[src/rtl/tlce_pkg.sv]
// tlce_pkg: shared types and constants for the line-numbering caret-escape filter
// used by tlce_front, tlce_queue, tlce_back and the top level
`default_nettype none

package tlce_pkg;

  // default width of the printed line number
  localparam int unsigned NUMBER_DIGITS = 6;
  // entries in the queue between front and back
  localparam int unsigned QUEUE_DEPTH   = 4;
  localparam int unsigned CFG_IDX_W     = 3;

  // byte codes
  localparam logic [7:0] CH_TAB       = 8'd9;
  localparam logic [7:0] CH_NL        = 8'd10;
  localparam logic [7:0] CH_SPACE     = 8'd32;
  localparam logic [7:0] CH_DOLLAR    = 8'h24;
  localparam logic [7:0] CH_ZERO      = 8'h30;
  localparam logic [7:0] CH_QMARK     = 8'h3F;
  localparam logic [7:0] CH_CAP_I     = 8'h49;
  localparam logic [7:0] CH_CARET     = 8'h5E;
  localparam logic [7:0] CH_DEL       = 8'd127;
  localparam logic [7:0] CARET_OFFSET = 8'd64;

  typedef enum logic [CFG_IDX_W-1:0] {
    CFG_NUMBER_ALL       = 3'd0,
    CFG_NUMBER_NONBLANK  = 3'd1,
    CFG_SQUEEZE_BLANK    = 3'd2,
    CFG_SHOW_ENDS        = 3'd3,
    CFG_SHOW_TABS        = 3'd4,
    CFG_SHOW_NONPRINTING = 3'd5
  } cfg_idx_e;

  typedef struct packed {
    logic number_all;
    logic number_nonblank;
    logic squeeze_blank;
    logic show_ends;
    logic show_tabs;
    logic show_nonprinting;
  } cfg_t;

  // what goes in front of the body bytes
  typedef enum logic [1:0] {
    PFX_NONE   = 2'd0,
    PFX_NUMBER = 2'd1,
    PFX_BLANK  = 2'd2
  } prefix_e;

  // classified item handed from front to back
  typedef struct packed {
    prefix_e    prefix;
    logic [7:0] byte0;
    logic [7:0] byte1;
    logic       two;
    logic       drop;
  } ctl_t;

endpackage

`default_nettype wire

[src/rtl/tlce_front.sv]
// tlce_front: classifies each accepted text byte and keeps the line state
// (line number digits, blank run, line start); uses tlce_pkg
`default_nettype none

module tlce_front #(
  parameter int unsigned NumDigits = tlce_pkg::NUMBER_DIGITS
) (
  input  wire                        clk_i,
  input  wire                        rst_ni,
  input  wire tlce_pkg::cfg_t        cfg_i,
  input  wire                        accept_i,
  input  wire  [7:0]                 data_byte_i,
  input  wire                        first_of_file_i,
  output tlce_pkg::ctl_t             ctl_o,
  output logic [NumDigits*4-1:0]     digits_o
);

  localparam int unsigned DW = NumDigits * 4;
  localparam logic [DW-1:0] DigitsOne = DW'(1);

  logic [DW-1:0] digits_q, digits_d;
  logic [1:0]    blank_q, blank_d;
  logic          start_q, start_d;

  logic [DW-1:0] digits_cur;
  logic [DW-1:0] digits_inc;
  logic [1:0]    blank_cur;
  logic          start_cur;
  logic          line_empty;
  logic          drop;
  logic          number;
  logic          nonprint;

  assign digits_cur = first_of_file_i ? DigitsOne : digits_q;
  assign blank_cur  = first_of_file_i ? 2'd0 : blank_q;
  assign start_cur  = first_of_file_i | start_q;
  assign line_empty = start_cur && (data_byte_i == tlce_pkg::CH_NL);

  // decimal ripple increment, wraps to zero after all nines
  always_comb begin
    logic carry;
    carry = 1'b1;
    digits_inc = digits_cur;
    for (int i = 0; i < NumDigits; i++) begin
      if (carry) begin
        if (digits_cur[i*4 +: 4] >= 4'd9) begin
          digits_inc[i*4 +: 4] = 4'd0;
        end else begin
          digits_inc[i*4 +: 4] = digits_cur[i*4 +: 4] + 4'd1;
          carry = 1'b0;
        end
      end
    end
  end

  always_comb begin
    blank_d = blank_cur;
    drop    = 1'b0;
    if (start_cur) begin
      if (line_empty) begin
        if (cfg_i.squeeze_blank) begin
          blank_d = (blank_cur == 2'd2) ? 2'd2 : blank_cur + 2'd1;
          drop    = (blank_d == 2'd2);
        end
      end else begin
        blank_d = 2'd0;
      end
    end
  end

  assign number = start_cur && !drop &&
                  ((cfg_i.number_all && !cfg_i.number_nonblank) ||
                   (cfg_i.number_nonblank && !line_empty));

  assign nonprint = cfg_i.show_nonprinting && (data_byte_i != tlce_pkg::CH_NL) &&
                    (data_byte_i != tlce_pkg::CH_TAB) &&
                    ((data_byte_i < tlce_pkg::CH_SPACE) || (data_byte_i == tlce_pkg::CH_DEL));

  always_comb begin
    ctl_o.prefix = number ? tlce_pkg::PFX_NUMBER : tlce_pkg::PFX_NONE;
    ctl_o.byte0  = data_byte_i;
    ctl_o.byte1  = data_byte_i;
    ctl_o.two    = 1'b0;
    ctl_o.drop   = drop;
    if (drop) begin
      ctl_o.byte0 = 8'd0;
    end else if (nonprint) begin
      ctl_o.byte0 = tlce_pkg::CH_CARET;
      ctl_o.byte1 = (data_byte_i == tlce_pkg::CH_DEL) ? tlce_pkg::CH_QMARK
                                                      : data_byte_i + tlce_pkg::CARET_OFFSET;
      ctl_o.two   = 1'b1;
    end else if (cfg_i.show_ends && data_byte_i == tlce_pkg::CH_NL) begin
      if (cfg_i.number_nonblank && line_empty) begin
        ctl_o.prefix = tlce_pkg::PFX_BLANK;
      end
      ctl_o.byte0 = tlce_pkg::CH_DOLLAR;
      ctl_o.byte1 = tlce_pkg::CH_NL;
      ctl_o.two   = 1'b1;
    end else if (cfg_i.show_tabs && data_byte_i == tlce_pkg::CH_TAB) begin
      ctl_o.byte0 = tlce_pkg::CH_CARET;
      ctl_o.byte1 = tlce_pkg::CH_CAP_I;
      ctl_o.two   = 1'b1;
    end
  end

  assign digits_o = digits_cur;
  assign digits_d = number ? digits_inc : digits_cur;
  assign start_d  = (data_byte_i == tlce_pkg::CH_NL);

  always_ff @(posedge clk_i or negedge rst_ni) begin
    if (!rst_ni) begin
      digits_q <= DigitsOne;
      blank_q  <= 2'd0;
      start_q  <= 1'b1;
    end else if (accept_i) begin
      digits_q <= digits_d;
      blank_q  <= blank_d;
      start_q  <= start_d;
    end
  end

endmodule

`default_nettype wire

[src/rtl/tlce_queue.sv]
// tlce_queue: small register queue between the front and back halves
// depth from tlce_pkg; entries are opaque bit vectors
`default_nettype none

module tlce_queue #(
  parameter int unsigned Width = 8
) (
  input  wire              clk_i,
  input  wire              rst_ni,
  input  wire              push_i,
  input  wire  [Width-1:0] wdata_i,
  input  wire              pop_i,
  output logic [Width-1:0] rdata_o,
  output logic             full_o,
  output logic             not_empty_o
);

  localparam int unsigned Depth = tlce_pkg::QUEUE_DEPTH;
  localparam int unsigned PtrW  = $clog2(Depth);
  localparam int unsigned CntW  = $clog2(Depth + 1);
  localparam logic [CntW-1:0] CntFull = CntW'(Depth);

  logic [Width-1:0] mem_q [Depth];
  logic [PtrW-1:0]  wr_q, rd_q;
  logic [CntW-1:0]  cnt_q;

  assign full_o      = (cnt_q == CntFull);
  assign not_empty_o = (cnt_q != '0);
  assign rdata_o     = mem_q[rd_q];

  always_ff @(posedge clk_i) begin
    if (push_i) begin
      mem_q[wr_q] <= wdata_i;
    end
  end

  always_ff @(posedge clk_i or negedge rst_ni) begin
    if (!rst_ni) begin
      wr_q  <= '0;
      rd_q  <= '0;
      cnt_q <= '0;
    end else begin
      if (push_i) begin
        wr_q <= wr_q + 1'b1;
      end
      if (pop_i) begin
        rd_q <= rd_q + 1'b1;
      end
      if (push_i && !pop_i) begin
        cnt_q <= cnt_q + 1'b1;
      end else if (pop_i && !push_i) begin
        cnt_q <= cnt_q - 1'b1;
      end
    end
  end

endmodule

`default_nettype wire

[src/rtl/tlce_back.sv]
// tlce_back: expands the queue head into output bytes, one per cycle while the
// receiver does not stall, through a registered output stage; uses tlce_pkg
`default_nettype none

module tlce_back #(
  parameter int unsigned NumDigits = tlce_pkg::NUMBER_DIGITS
) (
  input  wire                        clk_i,
  input  wire                        rst_ni,
  input  wire                        head_valid_i,
  input  wire tlce_pkg::ctl_t        head_ctl_i,
  input  wire  [NumDigits*4-1:0]     head_digits_i,
  output logic                       pop_o,
  output logic                       out_valid_o,
  input  wire                        out_ready_i,
  output logic [7:0]                 out_byte_o,
  output logic                       last_o,
  output logic                       none_emitted_o
);

  localparam int unsigned PosW = $clog2(NumDigits + 3);
  localparam logic [PosW-1:0] TabPos   = PosW'(NumDigits);
  localparam logic [PosW-1:0] Body0Pos = PosW'(NumDigits + 1);
  localparam logic [PosW-1:0] Body1Pos = PosW'(NumDigits + 2);

  logic [PosW-1:0] pos_q, pos_d;
  logic            busy_q, busy_d;
  logic            valid_q, valid_d;
  logic [7:0]      byte_q, byte_d;
  logic            last_q, last_d;
  logic            none_q, none_d;

  logic [PosW-1:0] pos;
  logic            advance;
  logic            is_last;
  logic [7:0]      digit_byte;

  // position 0 is the most significant digit
  always_comb begin
    logic       lead;
    logic [3:0] d;
    lead       = 1'b1;
    digit_byte = tlce_pkg::CH_SPACE;
    for (int i = NumDigits - 1; i >= 0; i--) begin
      d    = head_digits_i[i*4 +: 4];
      lead = lead && (d == 4'd0) && (i != 0);
      if (pos == PosW'(NumDigits - 1 - i) && head_ctl_i.prefix == tlce_pkg::PFX_NUMBER &&
          !lead) begin
        digit_byte = tlce_pkg::CH_ZERO + {4'd0, d};
      end
    end
  end

  assign pos = busy_q ? pos_q
             : ((head_ctl_i.prefix == tlce_pkg::PFX_NONE) ? Body0Pos : '0);

  assign is_last = head_ctl_i.drop || (pos == Body1Pos) ||
                   (pos == Body0Pos && !head_ctl_i.two);

  assign advance = head_valid_i && (!valid_q || out_ready_i);
  assign pop_o   = advance && is_last;

  always_comb begin
    valid_d = valid_q;
    byte_d  = byte_q;
    last_d  = last_q;
    none_d  = none_q;
    pos_d   = pos_q;
    busy_d  = busy_q;
    if (advance) begin
      valid_d = 1'b1;
      last_d  = is_last;
      none_d  = head_ctl_i.drop;
      if (pos == Body0Pos) begin
        byte_d = head_ctl_i.byte0;
      end else if (pos == Body1Pos) begin
        byte_d = head_ctl_i.byte1;
      end else if (pos == TabPos) begin
        byte_d = tlce_pkg::CH_TAB;
      end else begin
        byte_d = digit_byte;
      end
      busy_d = !is_last;
      pos_d  = pos + 1'b1;
    end else if (out_ready_i) begin
      valid_d = 1'b0;
    end
  end

  always_ff @(posedge clk_i or negedge rst_ni) begin
    if (!rst_ni) begin
      valid_q <= 1'b0;
      busy_q  <= 1'b0;
      pos_q   <= '0;
    end else begin
      valid_q <= valid_d;
      busy_q  <= busy_d;
      pos_q   <= pos_d;
    end
  end

  always_ff @(posedge clk_i) begin
    byte_q <= byte_d;
    last_q <= last_d;
    none_q <= none_d;
  end

  assign out_valid_o    = valid_q;
  assign out_byte_o     = byte_q;
  assign last_o         = last_q;
  assign none_emitted_o = none_q;

endmodule

`default_nettype wire

[src/rtl/text_line_number_caret_escape.sv]
// text_line_number_caret_escape: top level of the line-numbering caret-escape filter
// instantiates tlce_front, tlce_queue and tlce_back; uses tlce_pkg
//
// Input channel (in_valid_i/in_ready_o) takes one text byte per item with a
// first_of_file flag that restarts the line number and blank run. Output channel
// (out_valid_o/out_ready_i) returns one byte per item, last_o marking the final
// byte of an input's run; a squeezed empty line gives one item with
// none_emitted_o set and out_byte_o zero.
// The front classifies an input in the cycle it is accepted and writes a 4-entry
// queue; the back emits one byte per cycle, unless the receiver stalls, from the
// queue head into an output register. The filter takes one input per cycle while
// each input makes one output byte and the receiver does not stall; an input that
// makes n bytes (up to NumDigits+3) holds the back end until all n are emitted,
// and the queue absorbs such bursts before in_ready_o drops.
// When the receiver stalls the output register holds, the queue fills and
// in_ready_o falls once all entries are taken.
// Reset clears the queue and output stage, sets the line number to one, the
// blank run to zero and marks a line start; all options reset to off.
// Configuration writes (cfg_valid_i/cfg_ready_o) are always taken; index 6 and 7
// are ignored, only cfg_data_i is stored.
`default_nettype none

module text_line_number_caret_escape #(
  parameter int unsigned NumDigits = tlce_pkg::NUMBER_DIGITS
) (
  input  wire                               clk_i,
  input  wire                               rst_ni,
  input  wire                               cfg_valid_i,
  output logic                              cfg_ready_o,
  input  wire  [tlce_pkg::CFG_IDX_W-1:0]    cfg_index_i,
  input  wire                               cfg_data_i,
  input  wire                               in_valid_i,
  output logic                              in_ready_o,
  input  wire  [7:0]                        data_byte_i,
  input  wire                               first_of_file_i,
  output logic                              out_valid_o,
  input  wire                               out_ready_i,
  output logic [7:0]                        out_byte_o,
  output logic                              last_o,
  output logic                              none_emitted_o
);

  localparam int unsigned DW     = NumDigits * 4;
  localparam int unsigned CtlW   = $bits(tlce_pkg::ctl_t);
  localparam int unsigned QWidth = CtlW + DW;

  tlce_pkg::cfg_t cfg_q;

  tlce_pkg::ctl_t front_ctl, head_ctl;
  logic [DW-1:0]  front_digits, head_digits;
  logic [QWidth-1:0] q_rdata;
  logic accept;
  logic q_full, q_not_empty, q_pop;

  assign cfg_ready_o = 1'b1;

  always_ff @(posedge clk_i or negedge rst_ni) begin
    if (!rst_ni) begin
      cfg_q <= '0;
    end else if (cfg_valid_i) begin
      case (cfg_index_i)
        tlce_pkg::CFG_NUMBER_ALL:       cfg_q.number_all       <= cfg_data_i;
        tlce_pkg::CFG_NUMBER_NONBLANK:  cfg_q.number_nonblank  <= cfg_data_i;
        tlce_pkg::CFG_SQUEEZE_BLANK:    cfg_q.squeeze_blank    <= cfg_data_i;
        tlce_pkg::CFG_SHOW_ENDS:        cfg_q.show_ends        <= cfg_data_i;
        tlce_pkg::CFG_SHOW_TABS:        cfg_q.show_tabs        <= cfg_data_i;
        tlce_pkg::CFG_SHOW_NONPRINTING: cfg_q.show_nonprinting <= cfg_data_i;
        default: ;
      endcase
    end
  end

  assign in_ready_o = !q_full;
  assign accept     = in_valid_i && !q_full;

  tlce_front #(
    .NumDigits(NumDigits)
  ) u_front (
    .clk_i          (clk_i),
    .rst_ni         (rst_ni),
    .cfg_i          (cfg_q),
    .accept_i       (accept),
    .data_byte_i    (data_byte_i),
    .first_of_file_i(first_of_file_i),
    .ctl_o          (front_ctl),
    .digits_o       (front_digits)
  );

  tlce_queue #(
    .Width(QWidth)
  ) u_queue (
    .clk_i      (clk_i),
    .rst_ni     (rst_ni),
    .push_i     (accept),
    .wdata_i    ({front_ctl, front_digits}),
    .pop_i      (q_pop),
    .rdata_o    (q_rdata),
    .full_o     (q_full),
    .not_empty_o(q_not_empty)
  );

  assign head_ctl    = tlce_pkg::ctl_t'(q_rdata[QWidth-1 -: CtlW]);
  assign head_digits = q_rdata[DW-1:0];

  tlce_back #(
    .NumDigits(NumDigits)
  ) u_back (
    .clk_i         (clk_i),
    .rst_ni        (rst_ni),
    .head_valid_i  (q_not_empty),
    .head_ctl_i    (head_ctl),
    .head_digits_i (head_digits),
    .pop_o         (q_pop),
    .out_valid_o   (out_valid_o),
    .out_ready_i   (out_ready_i),
    .out_byte_o    (out_byte_o),
    .last_o        (last_o),
    .none_emitted_o(none_emitted_o)
  );

  // a suppressed line is always a single zero byte ending its run
  a_drop_single : assert property (@(posedge clk_i) disable iff (!rst_ni)
    out_valid_o && none_emitted_o |-> last_o && (out_byte_o == 8'd0))
    else $error("suppressed item not a single zero byte");

  // output only comes out of a queued entry
  a_out_from_queue : assert property (@(posedge clk_i) disable iff (!rst_ni)
    out_valid_o && !$past(out_valid_o) |-> $past(q_not_empty))
    else $error("output appeared with empty queue");

  // an entry is popped only while it is being emitted
  a_pop_with_out : assert property (@(posedge clk_i) disable iff (!rst_ni)
    q_pop |=> out_valid_o && last_o)
    else $error("queue pop without a final output byte");

endmodule

`default_nettype wire
[config.mk]
export PLATFORM = sky130hd
export DESIGN_NAME = text_line_number_caret_escape
export DESIGN_NICKNAME = d
export VERILOG_FILES = /design/src/rtl/tlce_pkg.sv /design/src/rtl/tlce_front.sv /design/src/rtl/tlce_queue.sv /design/src/rtl/tlce_back.sv /design/src/rtl/text_line_number_caret_escape.sv
export SDC_FILE = /design/constraint.sdc
export NUM_CORES = 1
export LEC_CHECK = 0
export ABC_CLOCK_PERIOD_IN_PS = 8100
export BUFFER_PORTS_ARGS = -buffer_cell sky130_fd_sc_hd__buf_2
export CORE_ASPECT_RATIO = 1.75
export CORE_MARGIN = 2
export CORE_UTILIZATION = 50
export CTS_BUF_LIST = sky130_fd_sc_hd__clkbuf_8 sky130_fd_sc_hd__clkbuf_16
export CTS_CLUSTER_DIAMETER = 100
export DETAILED_ROUTE_END_ITERATION = 6
export GPL_ROUTABILITY_DRIVEN = 0
export PLACE_DENSITY = 0.66
export SETUP_SLACK_MARGIN = 0.02
export SKIP_CTS_REPAIR_TIMING = 1
export SYNTH_ARGS = -nofsm -noshare
export SYNTH_HDL_FRONTEND = slang
export SYNTH_SLANG_ARGS = --single-unit
[constraint.sdc]
create_clock -name clk_i -period 8.1 [get_ports clk_i]
set_clock_uncertainty 0.1 [all_clocks]
set_input_delay 1.62 -clock clk_i [delete_from_list [all_inputs] [get_ports clk_i]]
set_output_delay 1.62 -clock clk_i [all_outputs]
set_load 0.01 [all_outputs]
Word level (Yosys, flattened, before mapping)
Memories as Yosys holds them, arrays and structs flattened.
Index checks and enable logic that the tools add are counted.
{"block": "op_classes", "add_sub_neg": 19, "mul": 0, "n_div": 0, "n_lt_le_gt_ge": 7, "eq_ne": 22, "shifts": 0, "n_mux": 58, "n_bitwise": 1, "reduce_logical": 68}
{"op": "$mux W8", "count": 10}
{"op": "$mux W17", "count": 3}
{"op": "$mux W24", "count": 2}
{"op": "$mux W4", "count": 12}
{"op": "$add A6 B4 Y7 const A", "count": 6}
{"op": "$logic_and A1 B1 Y1", "count": 32}
{"op": "$add A4 B1 Y4 const B", "count": 7}
{"op": "$ge A4 B4 Y1 const B", "count": 6}
{"op": "$logic_not A4 Y1", "count": 6}
{"op": "$mux W2", "count": 9}
{"op": "$mux W1", "count": 17}
{"op": "$eq A4 B3 Y1 const B", "count": 4}
{"op": "$eq A8 B4 Y1 const B", "count": 2}
{"op": "$ne A8 B4 Y1 const B", "count": 2}
{"op": "$logic_not A1 Y1", "count": 14}
{"op": "$reduce_and A2 Y1", "count": 6}
{"op": "$eq A3 B3 Y1 const B", "count": 3}
{"op": "$mux W3", "count": 3}
{"op": "$mux W9", "count": 1}
{"op": "$add A8 B7 Y8 const B", "count": 1}
{"op": "$eq A4 B2 Y1 const B", "count": 2}
{"op": "$eq A8 B7 Y1 const B", "count": 1}
{"op": "$lt A8 B6 Y1 const B", "count": 1}
{"op": "$mux W7", "count": 1}
{"op": "15 further kinds", "count": 24}
{"block": "totals", "register_bits": 56, "latch_bits": 0, "mem_bits_rw": 176, "mem_bits_ro": 0, "inputBits": 18, "output_inout_bits": 13, "word_cells": 194, "mem_count": 1}
{"memory": "u_queue.mem_q", "words": 4, "width": 44, "read_ports": 1, "rd_clocked_by_memory_dff": 0, "wr": 1, "line": "tlce_queue.sv:23", "text": "logic [Width-1:0] mem_q [Depth];"}

Logic depth before layout (Yosys ltp)
An unclocked memory read counts as a cell.
{"block": "logic_depth", "ltp_word": 16, "mapped_depth": 17}

Hierarchy
A second synthesis with hierarchy kept.
{"block": "hier_totals", "hier_cells": 715, "area_unflattened_um2": 10730.3}
{"module": "tlce_queue", "n_inst": 1, "cells_per_inst": 264, "area_per_inst_um2": 6806.5, "seq_area_each_um2": 5460.2}
{"module": "tlce_front", "n_inst": 1, "cells_per_inst": 279, "area_per_inst_um2": 2332.2, "seq_area_each_um2": 678.2}
{"module": "tlce_back", "n_inst": 1, "cells_per_inst": 150, "area_per_inst_um2": 1271.2, "seq_area_each_um2": 450.4}
{"module": "text_line_number_caret_escape", "n_inst": 1, "cells_per_inst": 22, "area_per_inst_um2": 320.3, "seq_area_each_um2": 150.1}

Least setup slack after synthesis
Ideal clock, no wire load.
{"block": "synth_timing", "path_type": "in2reg", "start": "input first_of_file_i", "end": "register u_front.digits_q[18]", "setup_time_ns": 0.076, "arrival_ns": 4.259, "setup_slack_ns": 3.664, "path_stages": 12, "cell_sequence": "buf_2 inv_1 clkbuf_1 clkbuf_1 nand2_1 ha_1 a21oi_1 o41ai_4 or4_1 nor4b_1 nand2_1 o21ai_1"}
{"block": "synth_via", "elab_chain_len": 11, "word_cells_on_any_way": 33, "cone_classes": "2 x add/sub; 5 x order compare; 2 x eq/ne; 16 x mux; 1 x bitwise; 7 x reduce/logical"}
{"item": "start, declared", "line": "text_line_number_caret_escape.sv:35", "text": "input wire first_of_file_i,"}
{"item": "$mux W2", "line": "tlce_front.sv:35", "text": "assign blank_cur = first_of_file_i ? 2'd0 : blank_q;"}
{"item": "$add A2 B1 Y2 / $eq A2 B2 Y1 (equally long branches)", "line": "tlce_front.sv:62", "text": "blank_d = (blank_cur == 2'd2) ? 2'd2 : blank_cur + 2'd1;"}
{"item": "$mux W2", "line": "tlce_front.sv:62"}
{"item": "$eq A2 B2 Y1", "line": "tlce_front.sv:63", "text": "drop = (blank_d == 2'd2);"}
{"item": "$mux W1", "line": "tlce_front.sv:61", "text": "if (cfg_i.squeeze_blank) begin"}
{"item": "$mux W1", "line": "tlce_front.sv:60", "text": "if (line_empty) begin"}
{"item": "$mux W1", "line": "tlce_front.sv:59", "text": "if (start_cur) begin"}
{"item": "$logic_not A1 Y1", "line": "tlce_front.sv:71", "text": "assign number = start_cur && !drop &&"}
{"item": "$logic_and A1 B1 Y1 (2 in series)", "line": "tlce_front.sv:71"}
{"item": "$mux W24 *", "line": "tlce_front.sv:107", "text": "assign digits_d = number ? digits_inc : digits_cur;"}
{"item": "end signal, assigned", "line": "tlce_front.sv:112", "text": "digits_q <= DigitsOne;"}
{"item": "end signal, assigned", "line": "tlce_front.sv:116", "text": "digits_q <= digits_d;"}
{"item": "end, declared", "line": "tlce_front.sv:21", "text": "logic [DW-1:0] digits_q, digits_d;"}
Every way passes the cells marked *; elsewhere a longest branch is shown, timed or not.
A chain may end at the register's enable or synchronous reset.

Final worst setup path
{"block": "layout_timing", "start": "register u_queue.rd_q[1]", "end": "register u_queue.cnt_q[1]"}
{"block": "layout_via", "elab_chain_len": 11, "word_cells_on_any_way": 16, "cone_classes": "2 x eq/ne; 3 x mux; 10 x reduce/logical; 1 x memory"}
{"item": "start, declared", "line": "tlce_queue.sv:24", "text": "logic [PtrW-1:0] wr_q, rd_q;"}
{"item": "start signal, assigned", "line": "tlce_queue.sv:47", "text": "rd_q <= rd_q + 1'b1;"}
{"item": "$mem_v2 Z4 W44 *"}
{"item": "$logic_not A2 Y1", "line": "tlce_back.sv:55", "text": ": ((head_ctl_i.prefix == tlce_pkg::PFX_NONE) ? Body0Pos : '0);"}
{"item": "$mux W3", "line": "tlce_back.sv:55"}
{"item": "$mux W4", "line": "tlce_back.sv:54", "text": "assign pos = busy_q ? pos_q"}
{"item": "$eq A4 B4 Y1 / $eq A4 B3 Y1 (equally long branches)", "line": "tlce_back.sv:57, tlce_back.sv:58"}
{"item": "$logic_or A1 B1 Y1 / $logic_and A1 B1 Y1 (equally long branches)", "line": "tlce_back.sv:57, tlce_back.sv:58"}
{"item": "$logic_or A1 B1 Y1 *", "line": "tlce_back.sv:57", "text": "assign is_last = head_ctl_i.drop || (pos == Body1Pos) ||"}
{"item": "via u_back.is_last", "line": "tlce_back.sv:35", "text": "logic is_last;"}
{"item": "$logic_and A1 B1 Y1 *", "line": "tlce_back.sv:61", "text": "assign pop_o = advance && is_last;"}
{"item": "$logic_not A1 Y1", "line": "tlce_queue.sv:49", "text": "if (push_i && !pop_i) begin"}
{"item": "$logic_and A1 B1 Y1", "line": "tlce_queue.sv:49"}
{"item": "$mux W3 / $reduce_bool A2 Y1 (equally long branches)"}
{"item": "end signal, assigned", "line": "tlce_queue.sv:50", "text": "cnt_q <= cnt_q + 1'b1;"}
{"item": "end signal, assigned", "line": "tlce_queue.sv:52", "text": "cnt_q <= cnt_q - 1'b1;"}
{"item": "end, declared", "line": "tlce_queue.sv:25", "text": "logic [CntW-1:0] cnt_q;"}
Mark *: on every way through the listed nets, which the timed path passes. The rest lies on a longest branch.

==> results.md <==
* Clk slew on worst S/H paths at 0.07 ns
* Top-count cell post-synth: edfxtp_1
* Final Cycle Share at 59.9%
* Top cells by count, synth: edfxtp_1 (186), nand2_1 (57), dfrtp_1 (44), mux4_2 (40)
* Max_slew headroom at 23.2%
* Filler cell count at 1,635
* Total negative slack at 0 ns
* Fin. max-slew vios at 0
* Row count at 70
* Post-Syn Area at 10,500 um^2
* CP Cell Sequence: buf_4 > mux4_2 > nor3_1 > a21oi_1 > ha_1 > nand2_1 > nor3_1 > nor2_1 > o21ai_1 > nand2_1 > ha_1 > inv_1 > fa_1 > mux2_2
* Sw Share at 31.2%
* Total clock sinks at 232
* Vias at 6,053
* Synthesized instance count at about 690
* Vert. Die Dim at 196 um
* DR vias/cell at a little over 6
* Switching power total at 1200 uW
* CP bufs+invs at 2
* Layout cells sized above 1 at 20.0%
* Hold Violations, Final at 0
* Largest area contributor in the netlist: edfxtp_1
* Initial Utilization at 50.5%
* Startpoint types: flip-flop
* All-Layer GR Usage at 20.1%
* Crit path arrival time at 5.14 ns
* Asr flop ratio synth at 19.8%
* EDFF count, synth at about 190
* CTS tree: done
* Number of remaining DRC errors at 0
* Leakage at roughly 0.0044 uW
* Core area at 20,800 um^2
* Average cell area after synthesis at 15.2 um^2
* Ant diodes at 0
* Status: complete, no violations
* P per Cell Area at 332 nW/um^2
* Total Power at about 3800 uW
* Worst Max-Slew Pin Slew at 1.14 ns
* Post-layout util at 55.7%
* Grt ovf at 0
* Total I/O pin count at 31
* Initial drt markers at about 550
* Clk buf depth at 3
* Avg WL per Cell at between 20 and 25 um
* Final WL at 21,700 um
* Die W at roughly 110 um
* Final setup viols at 0
* Largest net degree at the start of global routing at 47
* Power share of the combinational group at 31.0%
* Period minus WS final at 4.85 ns
* Yosys top cell area share at between 50% and 60%
* CP endpoint kind: flip-flop
* # port buffers at 29
* DIE AREA at roughly 22,000 um^2
* H-tree levels at 1
* Worst EP required at about 8.4 ns
* First-pass GRT wire length at ~35,000 um
* Yosys cell types at 82
* CTS buffer count at 21
* Seq pwr share at 42.7%
* Area grow syn2layout at 10.3%
* Vias in the first global route at 6,457
* CP max stage cell: nor3_1
* Root Driver: clkbuf_16
* Yosys Warn Count at 0
* Fin nets at 770
* Antenna violations before repair at 0
* MaxCap Viol Count at 0
* Crit path kind: reg2reg
* Synth Net Count at between 700 and 800
* Slowest stage delay, CP at between 0.8 and 0.9 ns
* CP top delay family: simple AND/OR/NAND/NOR gates
* Synth area leaders: edfxtp_1 (53%), dfrtp_1 (10%), mux4_2 (8.6%)
* Synth Register Bits at 232
* Register area share after synthesis at 64.2%
* Internal Power at 2650 uW
* Crit-path max FO at 46
* Max IR drop VDD at 0.136 mV
* Clock power frac at 26.4%
* DRT antenna net count at 0
* Hpwl dp at 14,200 um
* Latest clock arrival within the worst-skew pair at 0.50 ns
* Synth Flop Type: edfxtp_1
* TritonRoute pass-1 iters at 6
* RSZ-0062 raised after global routing: no
* Min-Delay Path Class: reg2reg
* Fmax at 206 MHz
power by group through the flow:
stage / sequential (uW) / combinational (uW) / clock [uW]
after global routing: 1660 / 1300 / 1070
after floorplan: 1650 / 891 / 0
final: 1640 / 1190 / 1010
after detailed placement: 1670 / 1210 / 0
after CTS: 1640 / 1210 / 1030
after global placement: 1650 / 1180 / 0
worst paths after layout:
kind | startpoint | to | depth (start not counted) | slack (ns)
worst max register to register | u_queue.rd_q[1] | u_queue.cnt_q[1] | 14 | 3.25
worst min register to register | u_front.digits_q[11] | u_front.digits_q[11] | 2 | 0.40
worst min-delay path | u_front.digits_q[11] | u_front.digits_q[11] | 2 | 0.40
worst max-delay path | u_queue.rd_q[1] | u_queue.cnt_q[1] | 14 | 3.25
min in group asynchronous | rst_ni | u_back.out_valid_o | 2 | 1.12
max in group asynchronous | rst_ni | u_queue.rd_q[1] | 2 | 6.26
tightest hold or removal path, cell delays in order (launching register included):
cell	delay [ns]
dfrtp_1	0.35
nand2_1	0.05
o31ai_1	0.06
area by class of cell:
| cell class | instances | area (um^2) | area share, % |
|---|---|---|---|
| sequential | 232 | 6740 | 58.3 |
| multi-input combinational | 393 | 3470 | 30.0 |
| clock buffer | 21 | 526 | 4.54 |
| tap | 252 | 315 | 2.73 |
| timing repair buffer | 38 | 213 | 1.84 |
| clock inverter | 17 | 176 | 1.52 |
| inverter | 35 | 131 | 1.14 |
layout by cell type, fill, tap and decap left out, drive strengths merged, types with 5 or more instances in the layout:
cell type,n
ha,30
buf,38
mux2,11
nor3,15
a21oi,15
o41ai,5
nand2,57
dfrtp,44
clkbuf,21
nor4,6
o21ai,39
nor2,28
inv,40
nand3,9
nor2b,12
a31oi,6
a32o,6
nand2b,8
and3,10
clkinv,8
a22o,13
edfxtp,186
mux4,43
sequential cells by signal, indices dropped and copies added, names as in the netlist:
name / count
cfg_q: 6
u_front.start_q: 1
u_back.out_byte_o: 8
u_front.digits_q: 24
u_queue.rd_q: 2
u_queue.cnt_q: 3
u_queue.mem_q: 176
u_back.none_emitted_o: 1
u_front.blank_q: 2
u_back.last_o: 1
u_back.pos_q: 4
u_back.busy_q: 1
u_back.out_valid_o: 1
u_queue.wr_q: 2
stage by stage:
step | cells | hold slack, ns | setup WS [ns] | cell area, um^2
final | 988 | 0.398 | 3.25 | 11600
after global routing | 988 | 0.418 | 2.88 | 11600
after CTS | 988 | 0.390 | 3.12 | 11600
after detailed placement | 950 | 0.377 | 2.96 | 10900
after global placement | 950 | 0.358 | 3.11 | 10900
after floorplan | 691 | 0.341 | 3.66 | 10500
cell families (layout without fill, tap and decap cells):
family                     Yosys count  count (layout)  share of synthesized area (%)
DFF                                232             232                           64.2
and+or+nand+nor                    175             175                           9.28
AOI/OAI and AO/OA                  122             122                           8.48
muxes                               58              58                           10.9
xor gates and xnor gates             6               6                          0.501
buffers and inverters               66             111                           2.79
other                                1               1                         0.0357
adders and majority gates           31              31                           3.77
routing by layer:
layer  routed length (um)  vias up  track usage [%]  part of all wire (%)
met2                12000      148             37.7                    55
met5                    0        -                0                     0
met1                 8460     3130             24.0                    39
met3                  794       36             2.51                   3.7
li1                     -     2739                -                     -
met4                  448        0             5.87                   2.1
No activity file was read; power rests on OpenSTA's default activity.
